**src/sv/fpa_pkg.sv**
```systemverilog
`timescale 1ns / 1ps
// ----------------------------------------------------------------------------
// fpa_pkg
// Shared types, constants and helpers of the fit page allocator.
// ----------------------------------------------------------------------------
package fpa_pkg;

  localparam int NUM_PAGES   = 32;
  localparam int PAGE_W      = $clog2(NUM_PAGES);
  localparam int COUNT_W     = $clog2(NUM_PAGES + 1);
  localparam int NUM_IDS     = 256;
  localparam int ID_AW       = $clog2(NUM_IDS);
  localparam int SIZE_W      = 16;
  localparam int NEED_W      = SIZE_W - 1;
  localparam int STATUS_W    = 3;
  localparam int FRAG_W      = 5;

  localparam logic [STATUS_W-1:0] ST_OK        = 3'd0;
  localparam logic [STATUS_W-1:0] ST_BAD_SIZE  = 3'd1;
  localparam logic [STATUS_W-1:0] ST_DUP       = 3'd2;
  localparam logic [STATUS_W-1:0] ST_NO_SPACE  = 3'd3;
  localparam logic [STATUS_W-1:0] ST_NOT_FOUND = 3'd4;

  localparam logic REQ_ALLOC = 1'b0;
  localparam logic REQ_FREE  = 1'b1;

  localparam logic MODE_BEST = 1'b0;

  typedef struct packed {
    logic               valid;
    logic [PAGE_W-1:0]  start;
    logic [COUNT_W-1:0] count;
  } tbl_entry_t;

  localparam int TBL_W = $bits(tbl_entry_t);

  // Bit i is set when page i lies in [start, start + count).
  function automatic logic [NUM_PAGES-1:0] range_mask(input logic [PAGE_W-1:0] start,
                                                      input logic [COUNT_W-1:0] count);
    logic [NUM_PAGES-1:0] m;
    logic [COUNT_W:0]     lim;
    lim = (COUNT_W+1)'(start) + (COUNT_W+1)'(count);
    for (int i = 0; i < NUM_PAGES; i++) begin
      m[i] = ((COUNT_W+1)'(i) >= (COUNT_W+1)'(start)) && ((COUNT_W+1)'(i) < lim);
    end
    return m;
  endfunction

endpackage

```
**src/sv/fpa_if.sv**
```systemverilog
`timescale 1ns / 1ps
// ----------------------------------------------------------------------------
// fpa_if
// Valid/ready channels for allocator requests and responses.
// ----------------------------------------------------------------------------
interface fpa_req_if import fpa_pkg::*; ();
  logic              valid;
  logic              ready;
  logic              req_type;
  logic [7:0]        program_id;
  logic [SIZE_W-1:0] size_kb;

  modport source (output valid, req_type, program_id, size_kb, input ready);
  modport sink   (input valid, req_type, program_id, size_kb, output ready);
endinterface

interface fpa_rsp_if import fpa_pkg::*; ();
  logic                valid;
  logic                ready;
  logic [STATUS_W-1:0] status;
  logic [PAGE_W-1:0]   start_page;
  logic [COUNT_W-1:0]  page_count;
  logic [FRAG_W-1:0]   free_fragments;

  modport source (output valid, status, start_page, page_count, free_fragments,
                  input ready);
  modport sink   (input valid, status, start_page, page_count, free_fragments,
                  output ready);
endinterface

```
**src/sv/fpa_ram.sv**
```systemverilog
`timescale 1ns / 1ps
// ----------------------------------------------------------------------------
// fpa_ram
// Generic single-write, single-read RAM with a registered read port.
// ----------------------------------------------------------------------------
module fpa_ram #(
  parameter int WIDTH = 8,
  parameter int DEPTH = 16
) (
  input  logic                     clk,
  input  logic                     we,
  input  logic [$clog2(DEPTH)-1:0] waddr,
  input  logic [WIDTH-1:0]         wdata,
  input  logic [$clog2(DEPTH)-1:0] raddr,
  output logic [WIDTH-1:0]         rdata
);

  logic [WIDTH-1:0] mem [DEPTH];

  always_ff @(posedge clk) begin
    if (we) begin
      mem[waddr] <= wdata;
    end
    rdata <= mem[raddr];
  end

endmodule

```
**src/sv/fit_page_allocator.sv**
```systemverilog
`timescale 1ns / 1ps
// ----------------------------------------------------------------------------
// fit_page_allocator
// Best-fit / worst-fit page allocator with a program table held in RAM.
// ----------------------------------------------------------------------------
// Free requests and rejected requests go from the request transaction through
// the table lookup to the finish step; an allocation that passes the lookup
// also runs the page scan, which walks the free map one page per cycle.
// One request is in flight at a time.
// After reset the table RAM is cleared one entry per cycle; requests wait
// during that pass, configuration writes are taken throughout.
module fit_page_allocator import fpa_pkg::*; (
  input  logic       clk,
  input  logic       rst,
  fpa_req_if.sink    req,
  fpa_rsp_if.source  rsp,
  input  logic       cfg_we,
  input  logic       cfg_wdata
);

  typedef enum logic [4:0] {
    S_CLEAR  = 5'b00001,
    S_IDLE   = 5'b00010,
    S_LOOKUP = 5'b00100,
    S_SCAN   = 5'b01000,
    S_FINISH = 5'b10000
  } state_t;

  state_t state, state_next;

  logic                 fit_mode;
  logic [NUM_PAGES-1:0] free_map;
  logic [FRAG_W-1:0]    frag;
  logic [ID_AW-1:0]     clr_addr;

  logic                 op_q;
  logic [ID_AW-1:0]     id_q;
  logic [SIZE_W-1:0]    size_q;
  logic [NEED_W-1:0]    need_q;

  logic [COUNT_W-1:0]   scan_p;
  logic                 in_run;
  logic [PAGE_W-1:0]    run_start;
  logic [COUNT_W-1:0]   run_len;
  logic                 found;
  logic [PAGE_W-1:0]    best_start;
  logic [COUNT_W-1:0]   best_len;

  logic [STATUS_W-1:0]  res_status;
  logic [PAGE_W-1:0]    res_start;
  logic [COUNT_W-1:0]   res_count;
  logic                 res_full;

  logic                 out_valid;
  logic [STATUS_W-1:0]  out_status;
  logic [PAGE_W-1:0]    out_start;
  logic [COUNT_W-1:0]   out_count;
  logic [FRAG_W-1:0]    out_frag;

  logic                 tbl_we;
  logic [ID_AW-1:0]     tbl_waddr;
  tbl_entry_t           tbl_wdata;
  tbl_entry_t           tbl_rdata;

  logic                 req_fire;
  logic                 finish_fire;
  logic                 page_is_free;
  logic                 take_run;
  logic                 found_next;
  logic [PAGE_W-1:0]    best_start_next;
  logic [COUNT_W-1:0]   best_len_next;
  logic [NEED_W-1:0]    need_calc;
  logic [NUM_PAGES-1:0] res_mask;
  logic                 left_free;
  logic                 right_free;
  logic [COUNT_W:0]     right_idx;
  logic [FRAG_W:0]      frag_after_free;
  logic [FRAG_W-1:0]    frag_next;
  logic [NUM_PAGES-1:0] free_map_next;

  assign req.ready   = (state == S_IDLE);
  assign req_fire    = req.valid && req.ready;
  assign finish_fire = (state == S_FINISH) && (!out_valid || rsp.ready);

  assign rsp.valid          = out_valid;
  assign rsp.status         = out_status;
  assign rsp.start_page     = out_start;
  assign rsp.page_count     = out_count;
  assign rsp.free_fragments = out_frag;

  fpa_ram #(
    .WIDTH (TBL_W),
    .DEPTH (NUM_IDS)
  ) u_tbl (
    .clk   (clk),
    .we    (tbl_we),
    .waddr (tbl_waddr),
    .wdata (tbl_wdata),
    .raddr (req.program_id[ID_AW-1:0]),
    .rdata (tbl_rdata)
  );

  // Pages needed: size rounded up to 4 KB.
  always_comb begin
    logic [SIZE_W:0] sum;
    sum       = (SIZE_W+1)'(size_q) + (SIZE_W+1)'(3);
    need_calc = sum[SIZE_W:2];
  end

  // One page of the scan: extend the current run or close it and judge it.
  always_comb begin
    page_is_free    = (scan_p != COUNT_W'(NUM_PAGES)) && free_map[scan_p[PAGE_W-1:0]];
    take_run        = 1'b0;
    found_next      = found;
    best_start_next = best_start;
    best_len_next   = best_len;
    if (in_run && !page_is_free && (NEED_W'(run_len) >= need_q)) begin
      if (!found) begin
        take_run = 1'b1;
      end else if (fit_mode == MODE_BEST) begin
        take_run = run_len < best_len;
      end else begin
        take_run = run_len > best_len;
      end
    end
    if (take_run) begin
      found_next      = 1'b1;
      best_start_next = run_start;
      best_len_next   = run_len;
    end
  end

  // Free-map and fragment-count update for a successful request. Freed pages
  // were all allocated, so the run count changes only by their neighbors.
  always_comb begin
    res_mask        = range_mask(res_start, res_count);
    right_idx       = (COUNT_W+1)'(res_start) + (COUNT_W+1)'(res_count);
    left_free       = (res_start != '0) && free_map[res_start - PAGE_W'(1)];
    right_free      = (right_idx < (COUNT_W+1)'(NUM_PAGES)) &&
                      free_map[right_idx[PAGE_W-1:0]];
    frag_after_free = (FRAG_W+1)'(frag) + (FRAG_W+1)'(1)
                      - (FRAG_W+1)'(left_free) - (FRAG_W+1)'(right_free);
    free_map_next   = free_map;
    frag_next       = frag;
    if (res_status == ST_OK) begin
      if (op_q == REQ_ALLOC) begin
        free_map_next = free_map & ~res_mask;
        frag_next     = frag - FRAG_W'(res_full);
      end else begin
        free_map_next = free_map | res_mask;
        frag_next     = frag_after_free[FRAG_W-1:0];
      end
    end
  end

  always_comb begin
    tbl_we    = 1'b0;
    tbl_waddr = id_q;
    tbl_wdata = '0;
    if (state == S_CLEAR) begin
      tbl_we    = 1'b1;
      tbl_waddr = clr_addr;
    end else if (finish_fire && (res_status == ST_OK)) begin
      tbl_we = 1'b1;
      if (op_q == REQ_ALLOC) begin
        tbl_wdata.valid = 1'b1;
        tbl_wdata.start = res_start;
        tbl_wdata.count = res_count;
      end
    end
  end

  always_comb begin
    state_next = state;
    case (state)
      S_CLEAR: begin
        if (clr_addr == ID_AW'(NUM_IDS - 1)) begin
          state_next = S_IDLE;
        end
      end
      S_IDLE: begin
        if (req_fire) begin
          state_next = S_LOOKUP;
        end
      end
      S_LOOKUP: begin
        if ((op_q == REQ_ALLOC) && (size_q != '0) && !tbl_rdata.valid) begin
          state_next = S_SCAN;
        end else begin
          state_next = S_FINISH;
        end
      end
      S_SCAN: begin
        if (scan_p == COUNT_W'(NUM_PAGES)) begin
          state_next = S_FINISH;
        end
      end
      S_FINISH: begin
        if (finish_fire) begin
          state_next = S_IDLE;
        end
      end
      default: state_next = S_IDLE;
    endcase
  end

  always_ff @(posedge clk) begin
    if (rst) begin
      state     <= S_CLEAR;
      clr_addr  <= '0;
      fit_mode  <= MODE_BEST;
      free_map  <= '1;
      frag      <= FRAG_W'(1);
      out_valid <= 1'b0;
    end else begin
      state <= state_next;
      if (state == S_CLEAR) begin
        clr_addr <= clr_addr + ID_AW'(1);
      end
      if (cfg_we) begin
        fit_mode <= cfg_wdata;
      end
      if (finish_fire) begin
        free_map  <= free_map_next;
        frag      <= frag_next;
        out_valid <= 1'b1;
      end else if (rsp.ready) begin
        out_valid <= 1'b0;
      end
    end
  end

  always_ff @(posedge clk) begin
    if (req_fire) begin
      op_q   <= req.req_type;
      id_q   <= req.program_id[ID_AW-1:0];
      size_q <= req.size_kb;
    end
    case (state)
      S_LOOKUP: begin
        need_q     <= need_calc;
        scan_p     <= '0;
        in_run     <= 1'b0;
        found      <= 1'b0;
        best_start <= '0;
        best_len   <= '0;
        res_full   <= 1'b0;
        res_status <= ST_OK;
        res_start  <= '0;
        res_count  <= '0;
        if (op_q == REQ_ALLOC) begin
          if (size_q == '0) begin
            res_status <= ST_BAD_SIZE;
          end else if (tbl_rdata.valid) begin
            res_status <= ST_DUP;
          end
        end else if (!tbl_rdata.valid) begin
          res_status <= ST_NOT_FOUND;
        end else begin
          res_start <= tbl_rdata.start;
          res_count <= tbl_rdata.count;
        end
      end
      S_SCAN: begin
        scan_p     <= scan_p + COUNT_W'(1);
        found      <= found_next;
        best_start <= best_start_next;
        best_len   <= best_len_next;
        if (page_is_free) begin
          if (!in_run) begin
            run_start <= scan_p[PAGE_W-1:0];
            run_len   <= COUNT_W'(1);
          end else begin
            run_len <= run_len + COUNT_W'(1);
          end
        end
        in_run <= page_is_free;
        if (scan_p == COUNT_W'(NUM_PAGES)) begin
          if (found_next) begin
            res_status <= ST_OK;
            res_start  <= best_start_next;
            res_count  <= need_q[COUNT_W-1:0];
            res_full   <= (NEED_W'(best_len_next) == need_q);
          end else begin
            res_status <= ST_NO_SPACE;
          end
        end
      end
      default: begin
      end
    endcase
    if (finish_fire) begin
      out_status <= res_status;
      out_start  <= res_start;
      out_count  <= res_count;
      out_frag   <= frag_next;
    end
  end

`ifndef NO_ASSERTIONS
  a_frag_matches_map: assert property (@(posedge clk) disable iff (rst)
    $countones(free_map & ~{free_map[NUM_PAGES-2:0], 1'b0}) == 32'(frag))
    else $error("fragment count disagrees with the free map");

  a_rsp_from_finish: assert property (@(posedge clk) disable iff (rst)
    $rose(out_valid) |-> $past(state == S_FINISH))
    else $error("response raised outside the finish step");

  a_ok_has_pages: assert property (@(posedge clk) disable iff (rst)
    (out_valid && (out_status == ST_OK)) |-> (out_count != '0))
    else $error("successful transaction with no pages");

  a_scan_bound: assert property (@(posedge clk) disable iff (rst)
    (state == S_SCAN) |-> (scan_p <= COUNT_W'(NUM_PAGES)))
    else $error("page scan ran past the last page");
`endif

endmodule
```
**src/flat_wrapper.sv**
```systemverilog
// flat-port wrapper written by rule: the top's interface ports become plain ports
module fit_page_allocator_flat import fpa_pkg::*;
  (clk, rst, cfg_we, cfg_wdata, req_valid, req_req_type, req_program_id, req_size_kb, req_ready, rsp_valid, rsp_status, rsp_start_page, rsp_page_count, rsp_free_fragments, rsp_ready);
  fpa_req_if req_i ();
  fpa_rsp_if rsp_i ();
  input  logic clk;
  input  logic rst;
  input  logic cfg_we;
  input  logic cfg_wdata;
  input wire logic [$bits(req_i.valid)-1:0] req_valid;
  input wire logic [$bits(req_i.req_type)-1:0] req_req_type;
  input wire logic [$bits(req_i.program_id)-1:0] req_program_id;
  input wire logic [$bits(req_i.size_kb)-1:0] req_size_kb;
  output wire logic [$bits(req_i.ready)-1:0] req_ready;
  output wire logic [$bits(rsp_i.valid)-1:0] rsp_valid;
  output wire logic [$bits(rsp_i.status)-1:0] rsp_status;
  output wire logic [$bits(rsp_i.start_page)-1:0] rsp_start_page;
  output wire logic [$bits(rsp_i.page_count)-1:0] rsp_page_count;
  output wire logic [$bits(rsp_i.free_fragments)-1:0] rsp_free_fragments;
  input wire logic [$bits(rsp_i.ready)-1:0] rsp_ready;
  assign req_i.valid = req_valid;
  assign req_i.req_type = req_req_type;
  assign req_i.program_id = req_program_id;
  assign req_i.size_kb = req_size_kb;
  assign req_ready = req_i.ready;
  assign rsp_valid = rsp_i.valid;
  assign rsp_status = rsp_i.status;
  assign rsp_start_page = rsp_i.start_page;
  assign rsp_page_count = rsp_i.page_count;
  assign rsp_free_fragments = rsp_i.free_fragments;
  assign rsp_i.ready = rsp_ready;
  fit_page_allocator u_core (.clk(clk), .rst(rst), .req(req_i), .rsp(rsp_i), .cfg_we(cfg_we), .cfg_wdata(cfg_wdata));
endmodule
```
**config.mk**
```make
export PLATFORM = sky130hd
export DESIGN_NAME = fit_page_allocator_flat
export DESIGN_NICKNAME = d
export VERILOG_FILES = /design/src/sv/fpa_pkg.sv /design/src/sv/fpa_if.sv /design/src/sv/fpa_ram.sv /design/src/sv/fit_page_allocator.sv /design/src/flat_wrapper.sv
export SDC_FILE = /design/constraint.sdc
export NUM_CORES = 2
export LEC_CHECK = 0
export ABC_CLOCK_PERIOD_IN_PS = 24500
export CAP_MARGIN = 20
export CORE_MARGIN = 4
export CORE_UTILIZATION = 50
export DETAILED_ROUTE_END_ITERATION = 8
export DONT_BUFFER_PORTS = 1
export PLACE_DENSITY = 0.64
export SKIP_LAST_GASP = 1
export SLEW_MARGIN = 15
export SYNTH_ARGS = -nofsm -noshare
export SYNTH_HDL_FRONTEND = slang
export SYNTH_SLANG_ARGS = --single-unit
```
**constraint.sdc**
```tcl
create_clock -name clk -period 24.5 [get_ports clk]
set_input_delay 1.225 -clock clk [delete_from_list [all_inputs] [get_ports clk]]
set_output_delay 1.225 -clock clk [all_outputs]
set_load 0.005 [all_outputs]
```
==> results.cfg <==
[critical_path]
r2r-end = u_core.u_tbl.mem[104][0]
crit_top_cell = buf_4
worstPathArrival_ps = 6030
critical_path_class = flip-flop to flip-flop
rrSetupSlack_ps = 19050
path_buf_inv = 3
slowest_stage = buf_4
crit_required_ps = 25080
critPathCaptureType = flip-flop
slowest_delay_ps = 910
path_cells = or3_1 -> or2_2 -> nor3_2 -> buf_4 -> and2_4 -> buf_4 -> buf_4
cp_top_family = buffers and inverters
start_kind = flip-flop
timing.rr.start = u_core.res_status[0]
cp_max_fo = 100
reg2reg_depth = 7

[yosys]
synth_cell_type_count = 68
synth-compound-area-share = 0.0151
synth_simple_gate_area_share = 0.0223
synth-warning-count = 0
synthMuxAreaShare = 0.179
syn_area_um2 = 126000
synth_top_family_by_area = multiplexers
synth_edf_count = 3176
synth_xor_area_frac = 0.00284
yosys.area.top_type = edfxtp_1
ys.flop_type = edfxtp_1
synth_top_area_share = 0.755
syn-num-nets = 5686
yosys-top-cells-area = edfxtp_1, mux4_2, nor2_1, dfxtp_1, a22oi_1
ys_async_sr_fraction = 0
synthAdderAreaFrac = 0.00369
synth_seq_cells = 3240
syn_inst = 5619
ys_seq_area_frac = 0.765
avgSynthCellArea_um2 = 22.5

[finish]
drive_gt1_frac = 0.296
multi_input_area_um2 = 28500
fin_nets = 5955
syn2layout_area_growth_pct = 12.9
seq_area_um2 = 96700
layout_commonest_cell = edfxtp_1
num-fill-cells = 18098
fin_util = 0.567
layout_common_cells = edfxtp_1, mux4_2, clkbuf_16
fin_area_um2 = 143000

[route]
vias_per_cell = 6.31
num_vias = 59927
wirelength_mm = 303
wire_per_inst_um = 31.8
drt_iter0_markers = 7631
drtAntennaViolNets = 0
dr.pass1.iters = 6
drc = 0

[status]
status = finished, final reports clean

[grt]
grt-ovfl-total = 0
grtUsageTotal = 0.234
grt_pass1_vias = 60005
grt_pass1_wl_mm = 438
antenna_found_initial = 15
grt_max_degree = 770

[timing]
period_share = 0.222
max_freq_mhz = 183
slew_headroom = 0.210
worst_slack_ps = 19050
setup_tns_ps = 0
worst_slew_pin_slew_ps = 1180
finalSetupViolations = 0
finalHoldViolations = 0
fin_skew_ps = 82.5
min_period_ps = 5450
maxSlewViolCount = 0
rsz0062_at_grt = false

[worst_hold_path]
hp-start = rst
hold_class = input port to flip-flop
holdPathStages = 1
holdPathEnd = u_core.frag[1]

[flow_run]
maxCapViolations = 0

[floorplan]
die_h_um = 511
initial_core_util = 0.502
core_um2 = 251000
die-width_um = 511
std_cell_rows = 184
die_area_um2 = 261000
ios = 52

[clock_network]
clk_pin_slew_ps = 60
cts_resized = 0
hold_buffers = 0
cts_buffers = 339
post-cts-setup-buffer-count = 0
clock_latency_ps = 990
cts.htree.levels = 5
clock-sinks = 3240
cts_tree = done
cts_root_buffer = clkbuf_16
clockBufferDepth = 4

[power]
power_frac_seq = 0.531
finalPower_w = 0.0114
p_int_w = 0.00910
sw_frac_of_total = 0.200
p_per_area_nw_per_um2 = 79.8
peakVddDrop_mv = 0.0832
power_frac_clock = 0.441
power_frac_comb = 0.028
p_leak_nw = 51.7
switchingPower_w = 0.00227

[place]
gp_congestion = 0.816
place_hpwl_mm = 169
io_buffers = 0
preCtsSetupSlack_ps = 17700
place_area_um2 = 131000
==> registers in the layout, summed over array words and instances (netlist names), 5 cells and up, named ones only <==
signal and flops:
u_core.run_len 6, u_core.best_len 6, u_core.frag 5, u_core.run_start 5
u_core.id_q 8, u_core.scan_p 6, u_core.rsp.free_fragments 5, u_core.need_q 15
u_core.rsp.page_count 6, u_core.res_count 6, u_core.size_q 16, u_core.clr_addr 8
u_core.state 5, u_core.rsp.start_page 5, u_core.best_start 5, u_core.u_tbl.mem 3072
u_core.u_tbl.rdata 12, u_core.res_start 5
==> Yosys cell counts (all sizes together) (15+ instances only) <==
| master | n |
|---|---|
| nor2 | 349 |
| and2 | 22 |
| mux2i | 57 |
| a22oi | 101 |
| inv | 31 |
| dfxtp | 64 |
| xor2 | 19 |
| o21ai | 42 |
| a21oi | 76 |
| nand2 | 99 |
| ha | 34 |
| clkbuf | 196 |
| edfxtp | 3176 |
| nor3 | 15 |
| nand3 | 37 |
| mux4 | 978 |
| xnor2 | 22 |
| buf | 120 |
| or4 | 15 |
==> worst register-to-register path: stages (launching register included) <==
cell and delay, ps:
edfxtp_1 430, or3_1 520, or2_2 580, nor3_2 250
buf_4 510, and2_4 810, buf_4 900, buf_4 910
==> through the flow <==
stage	hold slack (ps)	std cells
after floorplan	424	5619
after global placement	464	8820
after detailed placement	483	8878
after CTS	234	9466
after global routing	264	9499
final	310	9504
==> power by group through the flow <==
stage	Clock (W)	Combinational (W)	Sequential, W
2_1_floorplan	0	0.000211	0.00615
3_3_place_gp	0	0.000276	0.00616
3_5_place_dp	0	0.000283	0.00616
4_1_cts	0.00510	0.000284	0.00604
5_1_grt	0.00535	0.000327	0.00604
6_report	0.00502	0.000313	0.00604
==> layer usage <==
metal	routed length, um	track usage	up-vias
met2	148000	0.369	2792
met5	0	0	-
met4	8100	0.0676	0
met1	122000	0.340	32295
li1	-	-	24389
met3	25000	0.0420	451
==> cell families (layout without fill, tap and decap cells) <==
kind of cell | count (synthesis) | in the layout
mux | 1038 | 1038
simple gates | 631 | 631
compound gates | 286 | 286
xor+xnor | 41 | 41
other cells | 0 | 21
buf+inv | 347 | 863
fa+ha+maj | 36 | 36
flops | 3240 | 3240
==> worst max path at each step <==
stage	startpoint	to	slack, ps	depth (start not counted)
after floorplan	rsp_ready	u_core.u_tbl.mem[0][7]	6180	6
after global placement	req_program_id[0]	u_core.u_tbl.rdata[11]	17780	8
after detailed placement	req_program_id[0]	u_core.u_tbl.rdata[8]	17700	9
after CTS	req_program_id[0]	u_core.u_tbl.rdata[11]	18730	9
after global routing	u_core.res_status[1]	u_core.u_tbl.mem[104][0]	18700	7
final	u_core.res_status[0]	u_core.u_tbl.mem[104][0]	19050	7
==> cell type report <==
type | instances | share of cell area
multi-input combinational | 2032 | 0.200
inverter | 31 | 0.000816
sequential | 3240 | 0.678
clock inverter | 160 | 0.0120
tap | 3348 | 0.0294
timing repair buffer | 244 | 0.0163
clock buffer | 428 | 0.0634
antenna | 21 | 0.000369
No activity file was read; power rests on OpenSTA's default activity.
